**src/hw/rtl/ihb_pkg.sv**
```systemverilog
// ----------------------------------------------------------------------------
// ihb_pkg
// Shared types and constants of the IPv4 header builder.
// ----------------------------------------------------------------------------
package ihb_pkg;

	localparam int QUEUE_DEPTH = 2;

	localparam logic [1:0] REG_LOCAL_IP    = 2'd0;
	localparam logic [1:0] REG_SUBNET_MASK = 2'd1;
	localparam logic [1:0] REG_GATEWAY_IP  = 2'd2;

	localparam logic [15:0] VER_IHL_TOS = 16'h4500;
	localparam logic [15:0] IDENT       = 16'h0001;
	localparam logic [15:0] FLAGS_DF    = 16'h4000;
	localparam logic [7:0]  TTL         = 8'h40;
	localparam logic [15:0] HDR_BYTES   = 16'd20;
	localparam logic [18:0] FIXED_SUM   = 19'({VER_IHL_TOS} + {IDENT} + {FLAGS_DF}
		+ {TTL, 8'h00});

	localparam logic [2:0] WORD_LENGTH = 3'd0;
	localparam logic [2:0] WORD_IDENT  = 3'd1;
	localparam logic [2:0] WORD_TTL    = 3'd2;
	localparam logic [2:0] WORD_SOURCE = 3'd3;
	localparam logic [2:0] WORD_DEST   = 3'd4;

	typedef struct packed {
		logic [31:0] local_ip;
		logic [31:0] subnet_mask;
		logic [31:0] gateway_ip;
	} ihb_cfg_t;

	typedef struct packed {
		logic [15:0] total_length;
		logic [7:0]  protocol_number;
		logic [15:0] checksum;
		logic [31:0] dest_ip;
		logic [31:0] next_hop_ip;
	} ihb_entry_t;

	typedef struct packed {
		logic valid;
		logic full;
	} ihb_queue_status_t;

endpackage

```
**src/hw/rtl/ihb_front.sv**
```systemverilog
// ----------------------------------------------------------------------------
// ihb_front
// Accepts requests and computes total length, checksum and next hop in two
// pipeline stages before pushing a word into the queue.
// ----------------------------------------------------------------------------
module ihb_front (
	input  logic                clk,
	input  logic                arst_n,
	input  ihb_pkg::ihb_cfg_t   cfg,
	input  logic                in_valid,
	output logic                in_stall,
	input  logic [31:0]         dest_ip,
	input  logic [7:0]          protocol_number,
	input  logic [15:0]         payload_length,
	input  logic                queue_full,
	output logic                push,
	output ihb_pkg::ihb_entry_t push_entry
);
	import ihb_pkg::*;

	logic        valid_s1;
	logic [31:0] dest_s1;
	logic [7:0]  proto_s1;
	logic [15:0] total_s1;
	logic [18:0] sum_s1;
	logic [31:0] hop_s1;

	logic       valid_s2;
	ihb_entry_t entry_s2;

	logic        en1;
	logic        en2;
	logic        local_dest;
	logic [19:0] acc;
	logic [16:0] fold1;
	logic [15:0] fold2;

	assign en2      = !valid_s2 || !queue_full;
	assign en1      = !valid_s1 || en2;
	assign in_stall = !en1;
	assign push     = valid_s2 && !queue_full;
	assign push_entry = entry_s2;

	assign local_dest = (dest_ip & cfg.subnet_mask) == (cfg.local_ip & cfg.subnet_mask);

	assign acc   = 20'(sum_s1) + 20'(total_s1) + 20'(proto_s1);
	assign fold1 = 17'(acc[15:0]) + 17'(acc[19:16]);
	assign fold2 = fold1[15:0] + 16'(fold1[16]);

	always_ff @(posedge clk or negedge arst_n) begin
		if (!arst_n) begin
			valid_s1 <= 1'b0;
			valid_s2 <= 1'b0;
		end else begin
			if (en1) valid_s1 <= in_valid;
			if (en2) valid_s2 <= valid_s1;
		end
	end

	always_ff @(posedge clk) begin
		if (en1 && in_valid) begin
			dest_s1  <= dest_ip;
			proto_s1 <= protocol_number;
			total_s1 <= payload_length + HDR_BYTES;
			sum_s1   <= FIXED_SUM + 19'(dest_ip[31:16]) + 19'(dest_ip[15:0])
				+ 19'(cfg.local_ip[31:16]) + 19'(cfg.local_ip[15:0]);
			hop_s1   <= local_dest ? dest_ip : cfg.gateway_ip;
		end
		if (en2 && valid_s1) begin
			entry_s2.total_length    <= total_s1;
			entry_s2.protocol_number <= proto_s1;
			entry_s2.checksum        <= ~fold2;
			entry_s2.dest_ip         <= dest_s1;
			entry_s2.next_hop_ip     <= hop_s1;
		end
	end

endmodule

```
**src/hw/rtl/ihb_queue.sv**
```systemverilog
// ----------------------------------------------------------------------------
// ihb_queue
// Small FIFO of prepared headers between front and back.
// ----------------------------------------------------------------------------
module ihb_queue #(
	parameter int DEPTH = ihb_pkg::QUEUE_DEPTH
) (
	input  logic                       clk,
	input  logic                       arst_n,
	input  logic                       push,
	input  ihb_pkg::ihb_entry_t        push_entry,
	input  logic                       pop,
	output ihb_pkg::ihb_entry_t        head,
	output ihb_pkg::ihb_queue_status_t status
);
	import ihb_pkg::*;

	localparam int PW = (DEPTH > 1) ? $clog2(DEPTH) : 1;
	localparam int CW = $clog2(DEPTH + 1);
	localparam logic [PW-1:0] LAST_PTR = PW'(DEPTH - 1);
	localparam logic [CW-1:0] FULL_CNT = CW'(DEPTH);

	ihb_entry_t    mem_q [DEPTH];
	logic [PW-1:0] wr_ptr_q;
	logic [PW-1:0] rd_ptr_q;
	logic [CW-1:0] count_q;

	assign status.valid = count_q != '0;
	assign status.full  = count_q == FULL_CNT;
	assign head         = mem_q[rd_ptr_q];

	always_ff @(posedge clk or negedge arst_n) begin
		if (!arst_n) begin
			wr_ptr_q <= '0;
			rd_ptr_q <= '0;
			count_q  <= '0;
		end else begin
			if (push) wr_ptr_q <= (wr_ptr_q == LAST_PTR) ? '0 : wr_ptr_q + 1'b1;
			if (pop)  rd_ptr_q <= (rd_ptr_q == LAST_PTR) ? '0 : rd_ptr_q + 1'b1;
			if (push && !pop)      count_q <= count_q + 1'b1;
			else if (pop && !push) count_q <= count_q - 1'b1;
		end
	end

	always_ff @(posedge clk) begin
		if (push) mem_q[wr_ptr_q] <= push_entry;
	end

endmodule

```
**src/hw/rtl/ihb_back.sv**
```systemverilog
// ----------------------------------------------------------------------------
// ihb_back
// Walks the queued header through its five words into the output register.
// ----------------------------------------------------------------------------
module ihb_back (
	input  logic                       clk,
	input  logic                       arst_n,
	input  ihb_pkg::ihb_cfg_t          cfg,
	input  ihb_pkg::ihb_entry_t        head,
	input  ihb_pkg::ihb_queue_status_t status,
	output logic                       pop,
	output logic                       out_valid,
	input  logic                       out_stall,
	output logic [31:0]                header_word,
	output logic [2:0]                 word_number,
	output logic [31:0]                next_hop_ip,
	output logic                       last_word
);
	import ihb_pkg::*;

	logic [2:0]  idx_q;
	logic        valid_q;
	logic [31:0] word_q;
	logic [2:0]  num_q;
	logic [31:0] hop_q;
	logic        last_q;

	logic        load;
	logic [31:0] word_d;

	assign load = status.valid && (!valid_q || !out_stall);
	assign pop  = load && (idx_q == WORD_DEST);

	always_comb begin
		unique case (idx_q)
			WORD_LENGTH: word_d = {VER_IHL_TOS, head.total_length};
			WORD_IDENT:  word_d = {IDENT, FLAGS_DF};
			WORD_TTL:    word_d = {TTL, head.protocol_number, head.checksum};
			WORD_SOURCE: word_d = cfg.local_ip;
			WORD_DEST:   word_d = head.dest_ip;
			default:     word_d = head.dest_ip;
		endcase
	end

	always_ff @(posedge clk or negedge arst_n) begin
		if (!arst_n) begin
			idx_q   <= WORD_LENGTH;
			valid_q <= 1'b0;
		end else begin
			if (load) idx_q <= (idx_q == WORD_DEST) ? WORD_LENGTH : idx_q + 1'b1;
			if (load) valid_q <= 1'b1;
			else if (!out_stall) valid_q <= 1'b0;
		end
	end

	always_ff @(posedge clk) begin
		if (load) begin
			word_q <= word_d;
			num_q  <= idx_q;
			hop_q  <= head.next_hop_ip;
			last_q <= idx_q == WORD_DEST;
		end
	end

	assign out_valid   = valid_q;
	assign header_word = word_q;
	assign word_number = num_q;
	assign next_hop_ip = hop_q;
	assign last_word   = last_q;

endmodule

```
**src/hw/rtl/ipv4_header_builder.sv**
```systemverilog
// ----------------------------------------------------------------------------
// ipv4_header_builder
// Builds 20-byte IPv4 headers and streams them out as five 32-bit words.
//
// Input channel: in_valid/in_stall with dest_ip, protocol_number and
// payload_length. Output channel: out_valid/out_stall with header_word,
// word_number (0..4), next_hop_ip and last_word (set on word 4).
// Registers local_ip (0x0), subnet_mask (0x4) and gateway_ip (0x8) sit on
// the APB port; write them while the block is idle.
// A taken request passes the two front stages, the queue and the output
// word register before its first word is valid; the other four follow one
// per cycle while out_stall is low. The single output word register holds
// one word at a time, so a request's words are sent before the next one's.
// A two-stage front end computes length, checksum and next hop; a two-entry
// queue lets it run ahead of the output, so in_stall rises only once both
// front stages and the queue are full.
// Reset clears the registers to zero and empties the pipeline and queue.
// A stalled output word holds; the back end waits and the front end keeps
// filling until it has no room.
// ----------------------------------------------------------------------------
module ipv4_header_builder #(
	parameter int QUEUE_DEPTH = ihb_pkg::QUEUE_DEPTH
) (
	input  logic        clk,
	input  logic        arst_n,
	input  logic        psel,
	input  logic        penable,
	input  logic        pwrite,
	input  logic [3:0]  paddr,
	input  logic [31:0] pwdata,
	output logic [31:0] prdata,
	output logic        pready,
	input  logic        in_valid,
	output logic        in_stall,
	input  logic [31:0] dest_ip,
	input  logic [7:0]  protocol_number,
	input  logic [15:0] payload_length,
	output logic        out_valid,
	input  logic        out_stall,
	output logic [31:0] header_word,
	output logic [2:0]  word_number,
	output logic [31:0] next_hop_ip,
	output logic        last_word
);
	import ihb_pkg::*;

	ihb_cfg_t          cfg_q;
	logic              push;
	logic              pop;
	ihb_entry_t        push_entry;
	ihb_entry_t        head;
	ihb_queue_status_t status;
	logic              wr_en;

	assign pready = 1'b1;
	assign wr_en  = psel && penable && pwrite;

	always_ff @(posedge clk or negedge arst_n) begin
		if (!arst_n) begin
			cfg_q <= '0;
		end else if (wr_en) begin
			unique case (paddr[3:2])
				REG_LOCAL_IP:    cfg_q.local_ip    <= pwdata;
				REG_SUBNET_MASK: cfg_q.subnet_mask <= pwdata;
				REG_GATEWAY_IP:  cfg_q.gateway_ip  <= pwdata;
				default: ;
			endcase
		end
	end

	always_comb begin
		unique case (paddr[3:2])
			REG_LOCAL_IP:    prdata = cfg_q.local_ip;
			REG_SUBNET_MASK: prdata = cfg_q.subnet_mask;
			REG_GATEWAY_IP:  prdata = cfg_q.gateway_ip;
			default:         prdata = '0;
		endcase
	end

	ihb_front u_front (
		.clk             (clk),
		.arst_n          (arst_n),
		.cfg             (cfg_q),
		.in_valid        (in_valid),
		.in_stall        (in_stall),
		.dest_ip         (dest_ip),
		.protocol_number (protocol_number),
		.payload_length  (payload_length),
		.queue_full      (status.full),
		.push            (push),
		.push_entry      (push_entry)
	);

	ihb_queue #(
		.DEPTH (QUEUE_DEPTH)
	) u_queue (
		.clk        (clk),
		.arst_n     (arst_n),
		.push       (push),
		.push_entry (push_entry),
		.pop        (pop),
		.head       (head),
		.status     (status)
	);

	ihb_back u_back (
		.clk         (clk),
		.arst_n      (arst_n),
		.cfg         (cfg_q),
		.head        (head),
		.status      (status),
		.pop         (pop),
		.out_valid   (out_valid),
		.out_stall   (out_stall),
		.header_word (header_word),
		.word_number (word_number),
		.next_hop_ip (next_hop_ip),
		.last_word   (last_word)
	);

endmodule
```
**config.mk**
```make
export PLATFORM = sky130hd
export DESIGN_NAME = ipv4_header_builder
export DESIGN_NICKNAME = d
export VERILOG_FILES = /design/src/hw/rtl/ihb_pkg.sv /design/src/hw/rtl/ihb_front.sv /design/src/hw/rtl/ihb_queue.sv /design/src/hw/rtl/ihb_back.sv /design/src/hw/rtl/ipv4_header_builder.sv
export SDC_FILE = /design/constraint.sdc
export NUM_CORES = 1
export LEC_CHECK = 0
export BUFFER_PORTS_ARGS = -buffer_cell sky130_fd_sc_hd__buf_2
export CAP_MARGIN = 40
export CELL_PAD_IN_SITES_DETAIL_PLACEMENT = 1
export CELL_PAD_IN_SITES_GLOBAL_PLACEMENT = 2
export CORE_ASPECT_RATIO = 0.7
export CORE_UTILIZATION = 42
export CTS_BUF_LIST = sky130_fd_sc_hd__clkbuf_8
export DETAILED_ROUTE_END_ITERATION = 10
export PLACE_DENSITY = 0.8
export SLEW_MARGIN = 20
export SYNTH_ARGS = -nofsm -noshare
export SYNTH_HDL_FRONTEND = slang
export SYNTH_HIERARCHICAL = 1
export SYNTH_SLANG_ARGS = --single-unit
```
**constraint.sdc**
```tcl
create_clock -name clk -period 9 [get_ports clk]
set_input_delay 1.8 -clock clk [delete_from_list [all_inputs] [get_ports clk]]
set_output_delay 1.8 -clock clk [all_outputs]
set_load 0.02 [all_outputs]
```
Yosys cells after proc, flatten, opt, wreduce, memory -nomap -nowiden --
Memories as Yosys holds them, arrays and structs flattened. Index checks and enable logic that the tools add are counted. W data, S select, Z words.
Operators by class: bitwise gates (word level) 3, $add $sub $neg 14, reductions and logical operators 27, eq/ne operators 9, mux-type cells 12
Operators with widths (count):
- $pmux W32 S4 | 1
- $pmux W32 S3 | 1
- $and A32 B32 Y32 | 2
- $add A19 B16 Y19 | 3
- $eq A32 B32 Y1 | 1
- $mux W32 | 1
- $add A19 B16 Y20 | 1
- $add A20 B8 Y20 | 1
- $add A16 B16 Y17 const A | 1
- $add A16 B4 Y17 | 1
- $add A16 B1 Y16 | 1
- $add A16 B5 Y16 const B | 1
- $not A16 Y16 | 1
- $logic_and A1 B1 Y1 | 9
- $logic_not A1 Y1 | 8
- $eq A3 B2 Y1 const B | 2
- $mux W1 | 6
- $reduce_and A2 Y1 | 3
- $eq A2 B2 Y1 const B | 2
- $mux W2 | 2
- $reduce_bool A2 Y1 | 2
- $add A3 B1 Y3 const B | 1
- $eq A3 B1 Y1 const B | 1
- $eq A3 B3 Y1 const B | 1
- other kinds (9) | 12
Storage, ports and cells: bits in registers 385, memory bits (writable) 208, word-level logic and storage cells 90, output and inout bits 103, memories kept 1, input port bits 99
Memories:
- u_queue.mem_q | words 2, bits a word 104, read ports 1, clocked after memory_dff 0, wr ports 1, line ihb_queue.sv:23 | ihb_entry_t mem_q [DEPTH];

Depth between registers and ports, before layout --
depth in word-level cells 7, gate-level depth with buffers 28, depth with buffers taken out 28

Modules after synthesis --
The synthesis kept the hierarchy.
By module, submodules not included:
- ihb_front | sequential area each 6386.1 sq um, cells an instance 712, area an instance 10782.8 sq um, times used 1
- ihb_queue | sequential area each 6346.1 sq um, cells an instance 340, area an instance 7945.1 sq um, times used 1
- ipv4_header_builder | sequential area each 2402.3 sq um, cells an instance 316, area an instance 4372.9 sq um, times used 1
- ihb_back | sequential area each 2142.1 sq um, cells an instance 197, area an instance 3016.6 sq um, times used 1

Least setup slack after synthesis --
Ideal clock, no wire load.
path type register -> register, start point register u_queue.count_q[1], end point register u_front.entry_s2 (netlist bit u_front/push_entry[0]) (enable), setup time 0.726 ns, data arrival time 7.981 ns, required time 8.274 ns, period minus slack after synthesis 8.707 ns, path buffers 0, cell stages (with the launch flop) 3, path slack 0.293 ns, cells stage by stage dfrtp_1 nor2b_1 a21boi_0
RTL lines:
- from (decl) | line ihb_queue.sv:26 | logic [CW-1:0] count_q;
- from (signal assigned) | line ihb_queue.sv:40 | if (push && !pop) count_q <= count_q + 1'b1;
- from (signal assigned) | line ihb_queue.sv:41 | else if (pop && !push) count_q <= count_q - 1'b1;
- to (decl) | line ihb_front.sv:29 | ihb_entry_t entry_s2;

Final worst setup path --
start point register u_front.proto_s1[1], end point register u_front.entry_s2 (netlist bit u_front/push_entry[78]) (data pin)
Between the ends: cells in the longest elaborated chain, start to end 4
RTL lines:
- from (decl) | line ihb_front.sv:23 | logic [7:0] proto_s1;
- from (signal assigned) | line ihb_front.sv:63 | proto_s1 <= protocol_number;
- $add A20 B8 Y20 | line ihb_front.sv:46 | assign acc = 20'(sum_s1) + 20'(total_s1) + 20'(proto_s1);
- $add A16 B4 Y17 | line ihb_front.sv:47 | assign fold1 = 17'(acc[15:0]) + 17'(acc[19:16]);
- $add A16 B1 Y16 | line ihb_front.sv:48 | assign fold2 = fold1[15:0] + 16'(fold1[16]);
- $not A16 Y16 | line ihb_front.sv:72 | entry_s2.checksum <= ~fold2;
Every way passes these cells. A chain may end at the register's enable or synchronous reset.

==> summary.md <==
| Metric | Value |
|---|---|
| Status | `finished, final reports clean` |
| Crit end category | `flop` |
| Pre-CTS setup slack | `1.57 ns` |
| IO Pins | `202` |
| TritonCTS clock tree | `built` |
| Iteration-0 DRC count of the detailed router | `1,150` |
| FF-to-FF Start | `u_front/proto_s1[1]` |
| GR Overflow Total | `0` |
| Clk_skew | `0.0493 ns` |
| Starting Density | `42.5%` |
| Post-DP HPWL | `50.4 mm` |
| Final #Nets | `2,043` |
| Combinational share of power | `41.1%` |
| DRC viols | `0` |
| TritonRoute pass-1 iters | `5` |
| Met2 Usage GRT | `34.2%` |
| Net Switching | `4.52 mW` |
| Top_reg_cell synth | `edfxtp_1` |
| Fin util | `48.6%` |
| DR vias | `14,700` |
| Port bufs | `198` |
| Synth unique cells | `77` |
| Synthesized area | `26,100 sq um` |
| Avg Cell Area, Syn | `16.7 sq um` |
| Global-route wire length before repair | `103 mm` |
| Fin. max-slew vios | `0` |
| Setup WS post-layout | `1.55 ns` |
| Crit path launch | `u_front/proto_s1[1]` |
| Largest net degree at the start of global routing | `51` |
| Ys Warns | `6` |
| Setup violators final | `0` |
| DR WL/cell | `26.0 um` |
| RSZ-0062 raised after global routing | `no` |
| Inserted Clock Buffers | `88` |
| Pwr Total | `11.8 mW` |
| Die height | `211 um` |
| # rows | `76` |
| Number of global-route vias before repair | `15,600` |
| Post-CTS Resized | `0` |
| Max-cap violations | `0` |
| Most common cell after layout, fill and taps aside | `edfxtp_1` |
| Grt peak-use layer | `met2` |
| Crit share post-route | `82.8%` |
| Hold Crit Class | `reg2reg` |
| Grt met3 use | `6.00%` |
| Worst vdd ir | `0.000208 V` |
| CTS Hold Bufs | `0` |
| WS Path Type | `reg2reg` |
| Routed WL | `70.7 mm` |
| Number of synthesized flops with an enable pin | `487` |
| Top Family by Delay on Critical Path | `simple AND/OR/NAND/NOR gates` |
| Startpoint types | `flop` |
| Async S/R FF share, synth | `17.9%` |
| Die ar. | `63,200 sq um` |
| Met1 Resource Use GR | `32.4%` |
| Area grow syn2layout | `14.4%` |
| Most used cell, CP | `a21o_1` |
| Chip Width | `300 um` |
| Sequential share of power | `40.5%` |
| Post-synthesis sequential area ratio | `66.1%` |
| Final Hold Slack | `0.412 ns` |
| Final Hold Vio Count | `0` |
| Initial antenna violation count | `10` |
| Switching Fraction | `38.3%` |
| Register bit total from synthesis | `593` |
| Clock H-tree levels | `3` |
| Core Area | `61,500 sq um` |
| Final TNS setup | `0 ns` |
| FMAX | `0.134 GHz` |
| Setup Buffers After CTS | `0` |
| Worst slew margin | `35.3%` |
| Clock-pin slew on the worst setup and hold paths | `0.07 ns` |
| Net count after synthesis | `1,777` |
| GP Congestion | `0.819` |
| Leak Pwr | `11.8 nW` |
| Clock power frac | `18.5%` |
| CP peak stage delay | `0.60 ns` |
| Worst Tran Pin Value | `0.971 ns` |
| Critical Path AT | `7.90 ns` |
| Antenna-violating nets left | `0` |
| Worst-Skew Late Latency | `0.71 ns` |
| Num Clock Sinks | `593` |
| Tot GR Track Use | `22.6%` |
| Power density over cell area | `395 nW/um^2` |
| Tmin final | `7.45 ns` |
| Layout cells sized above 1 | `32.2%` |
| CTS root buffer | `clkbuf_8` |
| Routed vias/inst | `5.40` |
| Commonest non-fill, non-tap cells in the layout | `edfxtp_1, buf_2, mux2_2` |
| Synth Instances | `1,565` |
| Worst EP required | `9.45 ns` |
| Hold Startpoint | `u_front/dest_s1[21]` |
| Clock Tree Buf Depth | `3` |
| Worst Path Buf+Inv | `1` |
| Slowest stage cell, crit path | `nor4_1` |
| Int Pwr | `7.28 mW` |
| Crit Path Max Fanout | `5` |
[Yosys cell counts, drive strengths merged (3+ instances only)]
cell / count / area [sq um]
buf: 32 / 294
edfxtp: 487 / 14600
xor2: 48 / 439
a21boi: 3 / 22.5
nor4: 5 / 31.3
nand4: 6 / 37.5
a22o: 5 / 43.8
inv: 53 / 199
a211oi: 21 / 168
a22oi: 24 / 180
o21a: 6 / 46.3
a21oi: 36 / 188
nor3: 13 / 75.1
nand3: 8 / 45.0
o21ai: 59 / 295
a21o: 10 / 82.6
ha: 72 / 901
and3: 6 / 37.5
xnor2: 47 / 412
nand2: 57 / 214
or3b: 3 / 26.3
or2: 4 / 27.5
nand3b: 5 / 37.5
mux2i: 33 / 330
o211ai: 5 / 37.5
nor2: 33 / 124
dfrtp: 106 / 2650
nand2b: 10 / 62.6
a211o: 4 / 35.0
fa: 41 / 821
a222oi: 15 / 150
mux2: 239 / 3000
nor3b: 3 / 27.5
clkbuf: 22 / 83.8
nor2b: 11 / 68.8
and2: 4 / 25.0
[layer usage]
| layer | part of all wire (%) | vias to the layer above | wire, um |
|---|---|---|---|
| li1 | - | 6486 | - |
| met1 | 46 | 7691 | 32500 |
| met2 | 45 | 416 | 32200 |
| met3 | 6.7 | 111 | 4740 |
| met4 | 1.7 | 10 | 1230 |
| met5 | 0.079 | - | 56 |
[worst paths after layout]
| path | endpoint | slack, ns | cells past startpoint |
|---|---|---|---|
| max in group asynchronous | u_queue/rd_ptr_q | 6.73 | 3 |
| setup reg to reg | u_front/push_entry[78] | 1.55 | 28 |
| hold reg to reg | u_front/push_entry[53] | 0.41 | 0 |
| setup / recovery | u_front/push_entry[78] | 1.55 | 28 |
| min in group asynchronous | cfg_q[24] | 1.10 | 1 |
| hold / removal | u_front/push_entry[53] | 0.41 | 0 |
[layout make-up]
class	instances	area, sq um
inverter	54	204
fill	5953	31600
clock inverter	66	400
clock buffer	97	1340
timing repair buffer	230	1340
tap	819	1020
sequential	593	17300
multi-input combinational	864	8310
antenna	1	2.50
[flip-flops by register name, summed over array words and instances, names as in the netlist, 16 cells and up]
register / count
u_front/sum_s1: 19
u_back/header_word: 32
u_front/total_s1: 16
u_back/next_hop_ip: 32
u_front/dest_s1: 32
u_queue/mem_q: 208
u_front/hop_s1: 32
cfg_q: 96
u_front/push_entry: 104
[worst register-to-register path, delay by kind of cell (launching register included)]
family	cells	cell delay (ns)
adder cells (fa/ha/maj)	6	2.06
AO/OA/AOI/OAI	9	1.75
flip-flops	1	0.44
buffers and inverters	1	0.07
XOR/XNOR	2	0.23
AND/OR/NAND/NOR	10	2.67
[cell families after synthesis]
logic type | share of synthesized area [%]
buf+inv | 2.22
xor+xnor | 3.26
other cells | 0.0144
compound gates | 5.57
mux | 12.7
fa+ha+maj | 6.59
flops | 66.1
simple gates | 3.44
[metrics by stage]
step,std cells,cell area (sq um)
after global placement,2552,28000
final,2724,29900
after CTS,2722,29900
after detailed placement,2559,28100
after global routing,2723,29900
after floorplan,1565,26100
[power by group through the flow]
stage | combinational (mW) | sequential (mW) | clock (mW)
CTS | 4.85 | 4.79 | 2.24
detailed placement | 4.80 | 4.85 | 0
floorplan | 3.12 | 4.92 | 0
finish | 4.85 | 4.78 | 2.18
global route | 5.24 | 4.87 | 2.34
global placement | 4.57 | 4.77 | 0
No activity file was read; power rests on OpenSTA's default activity.
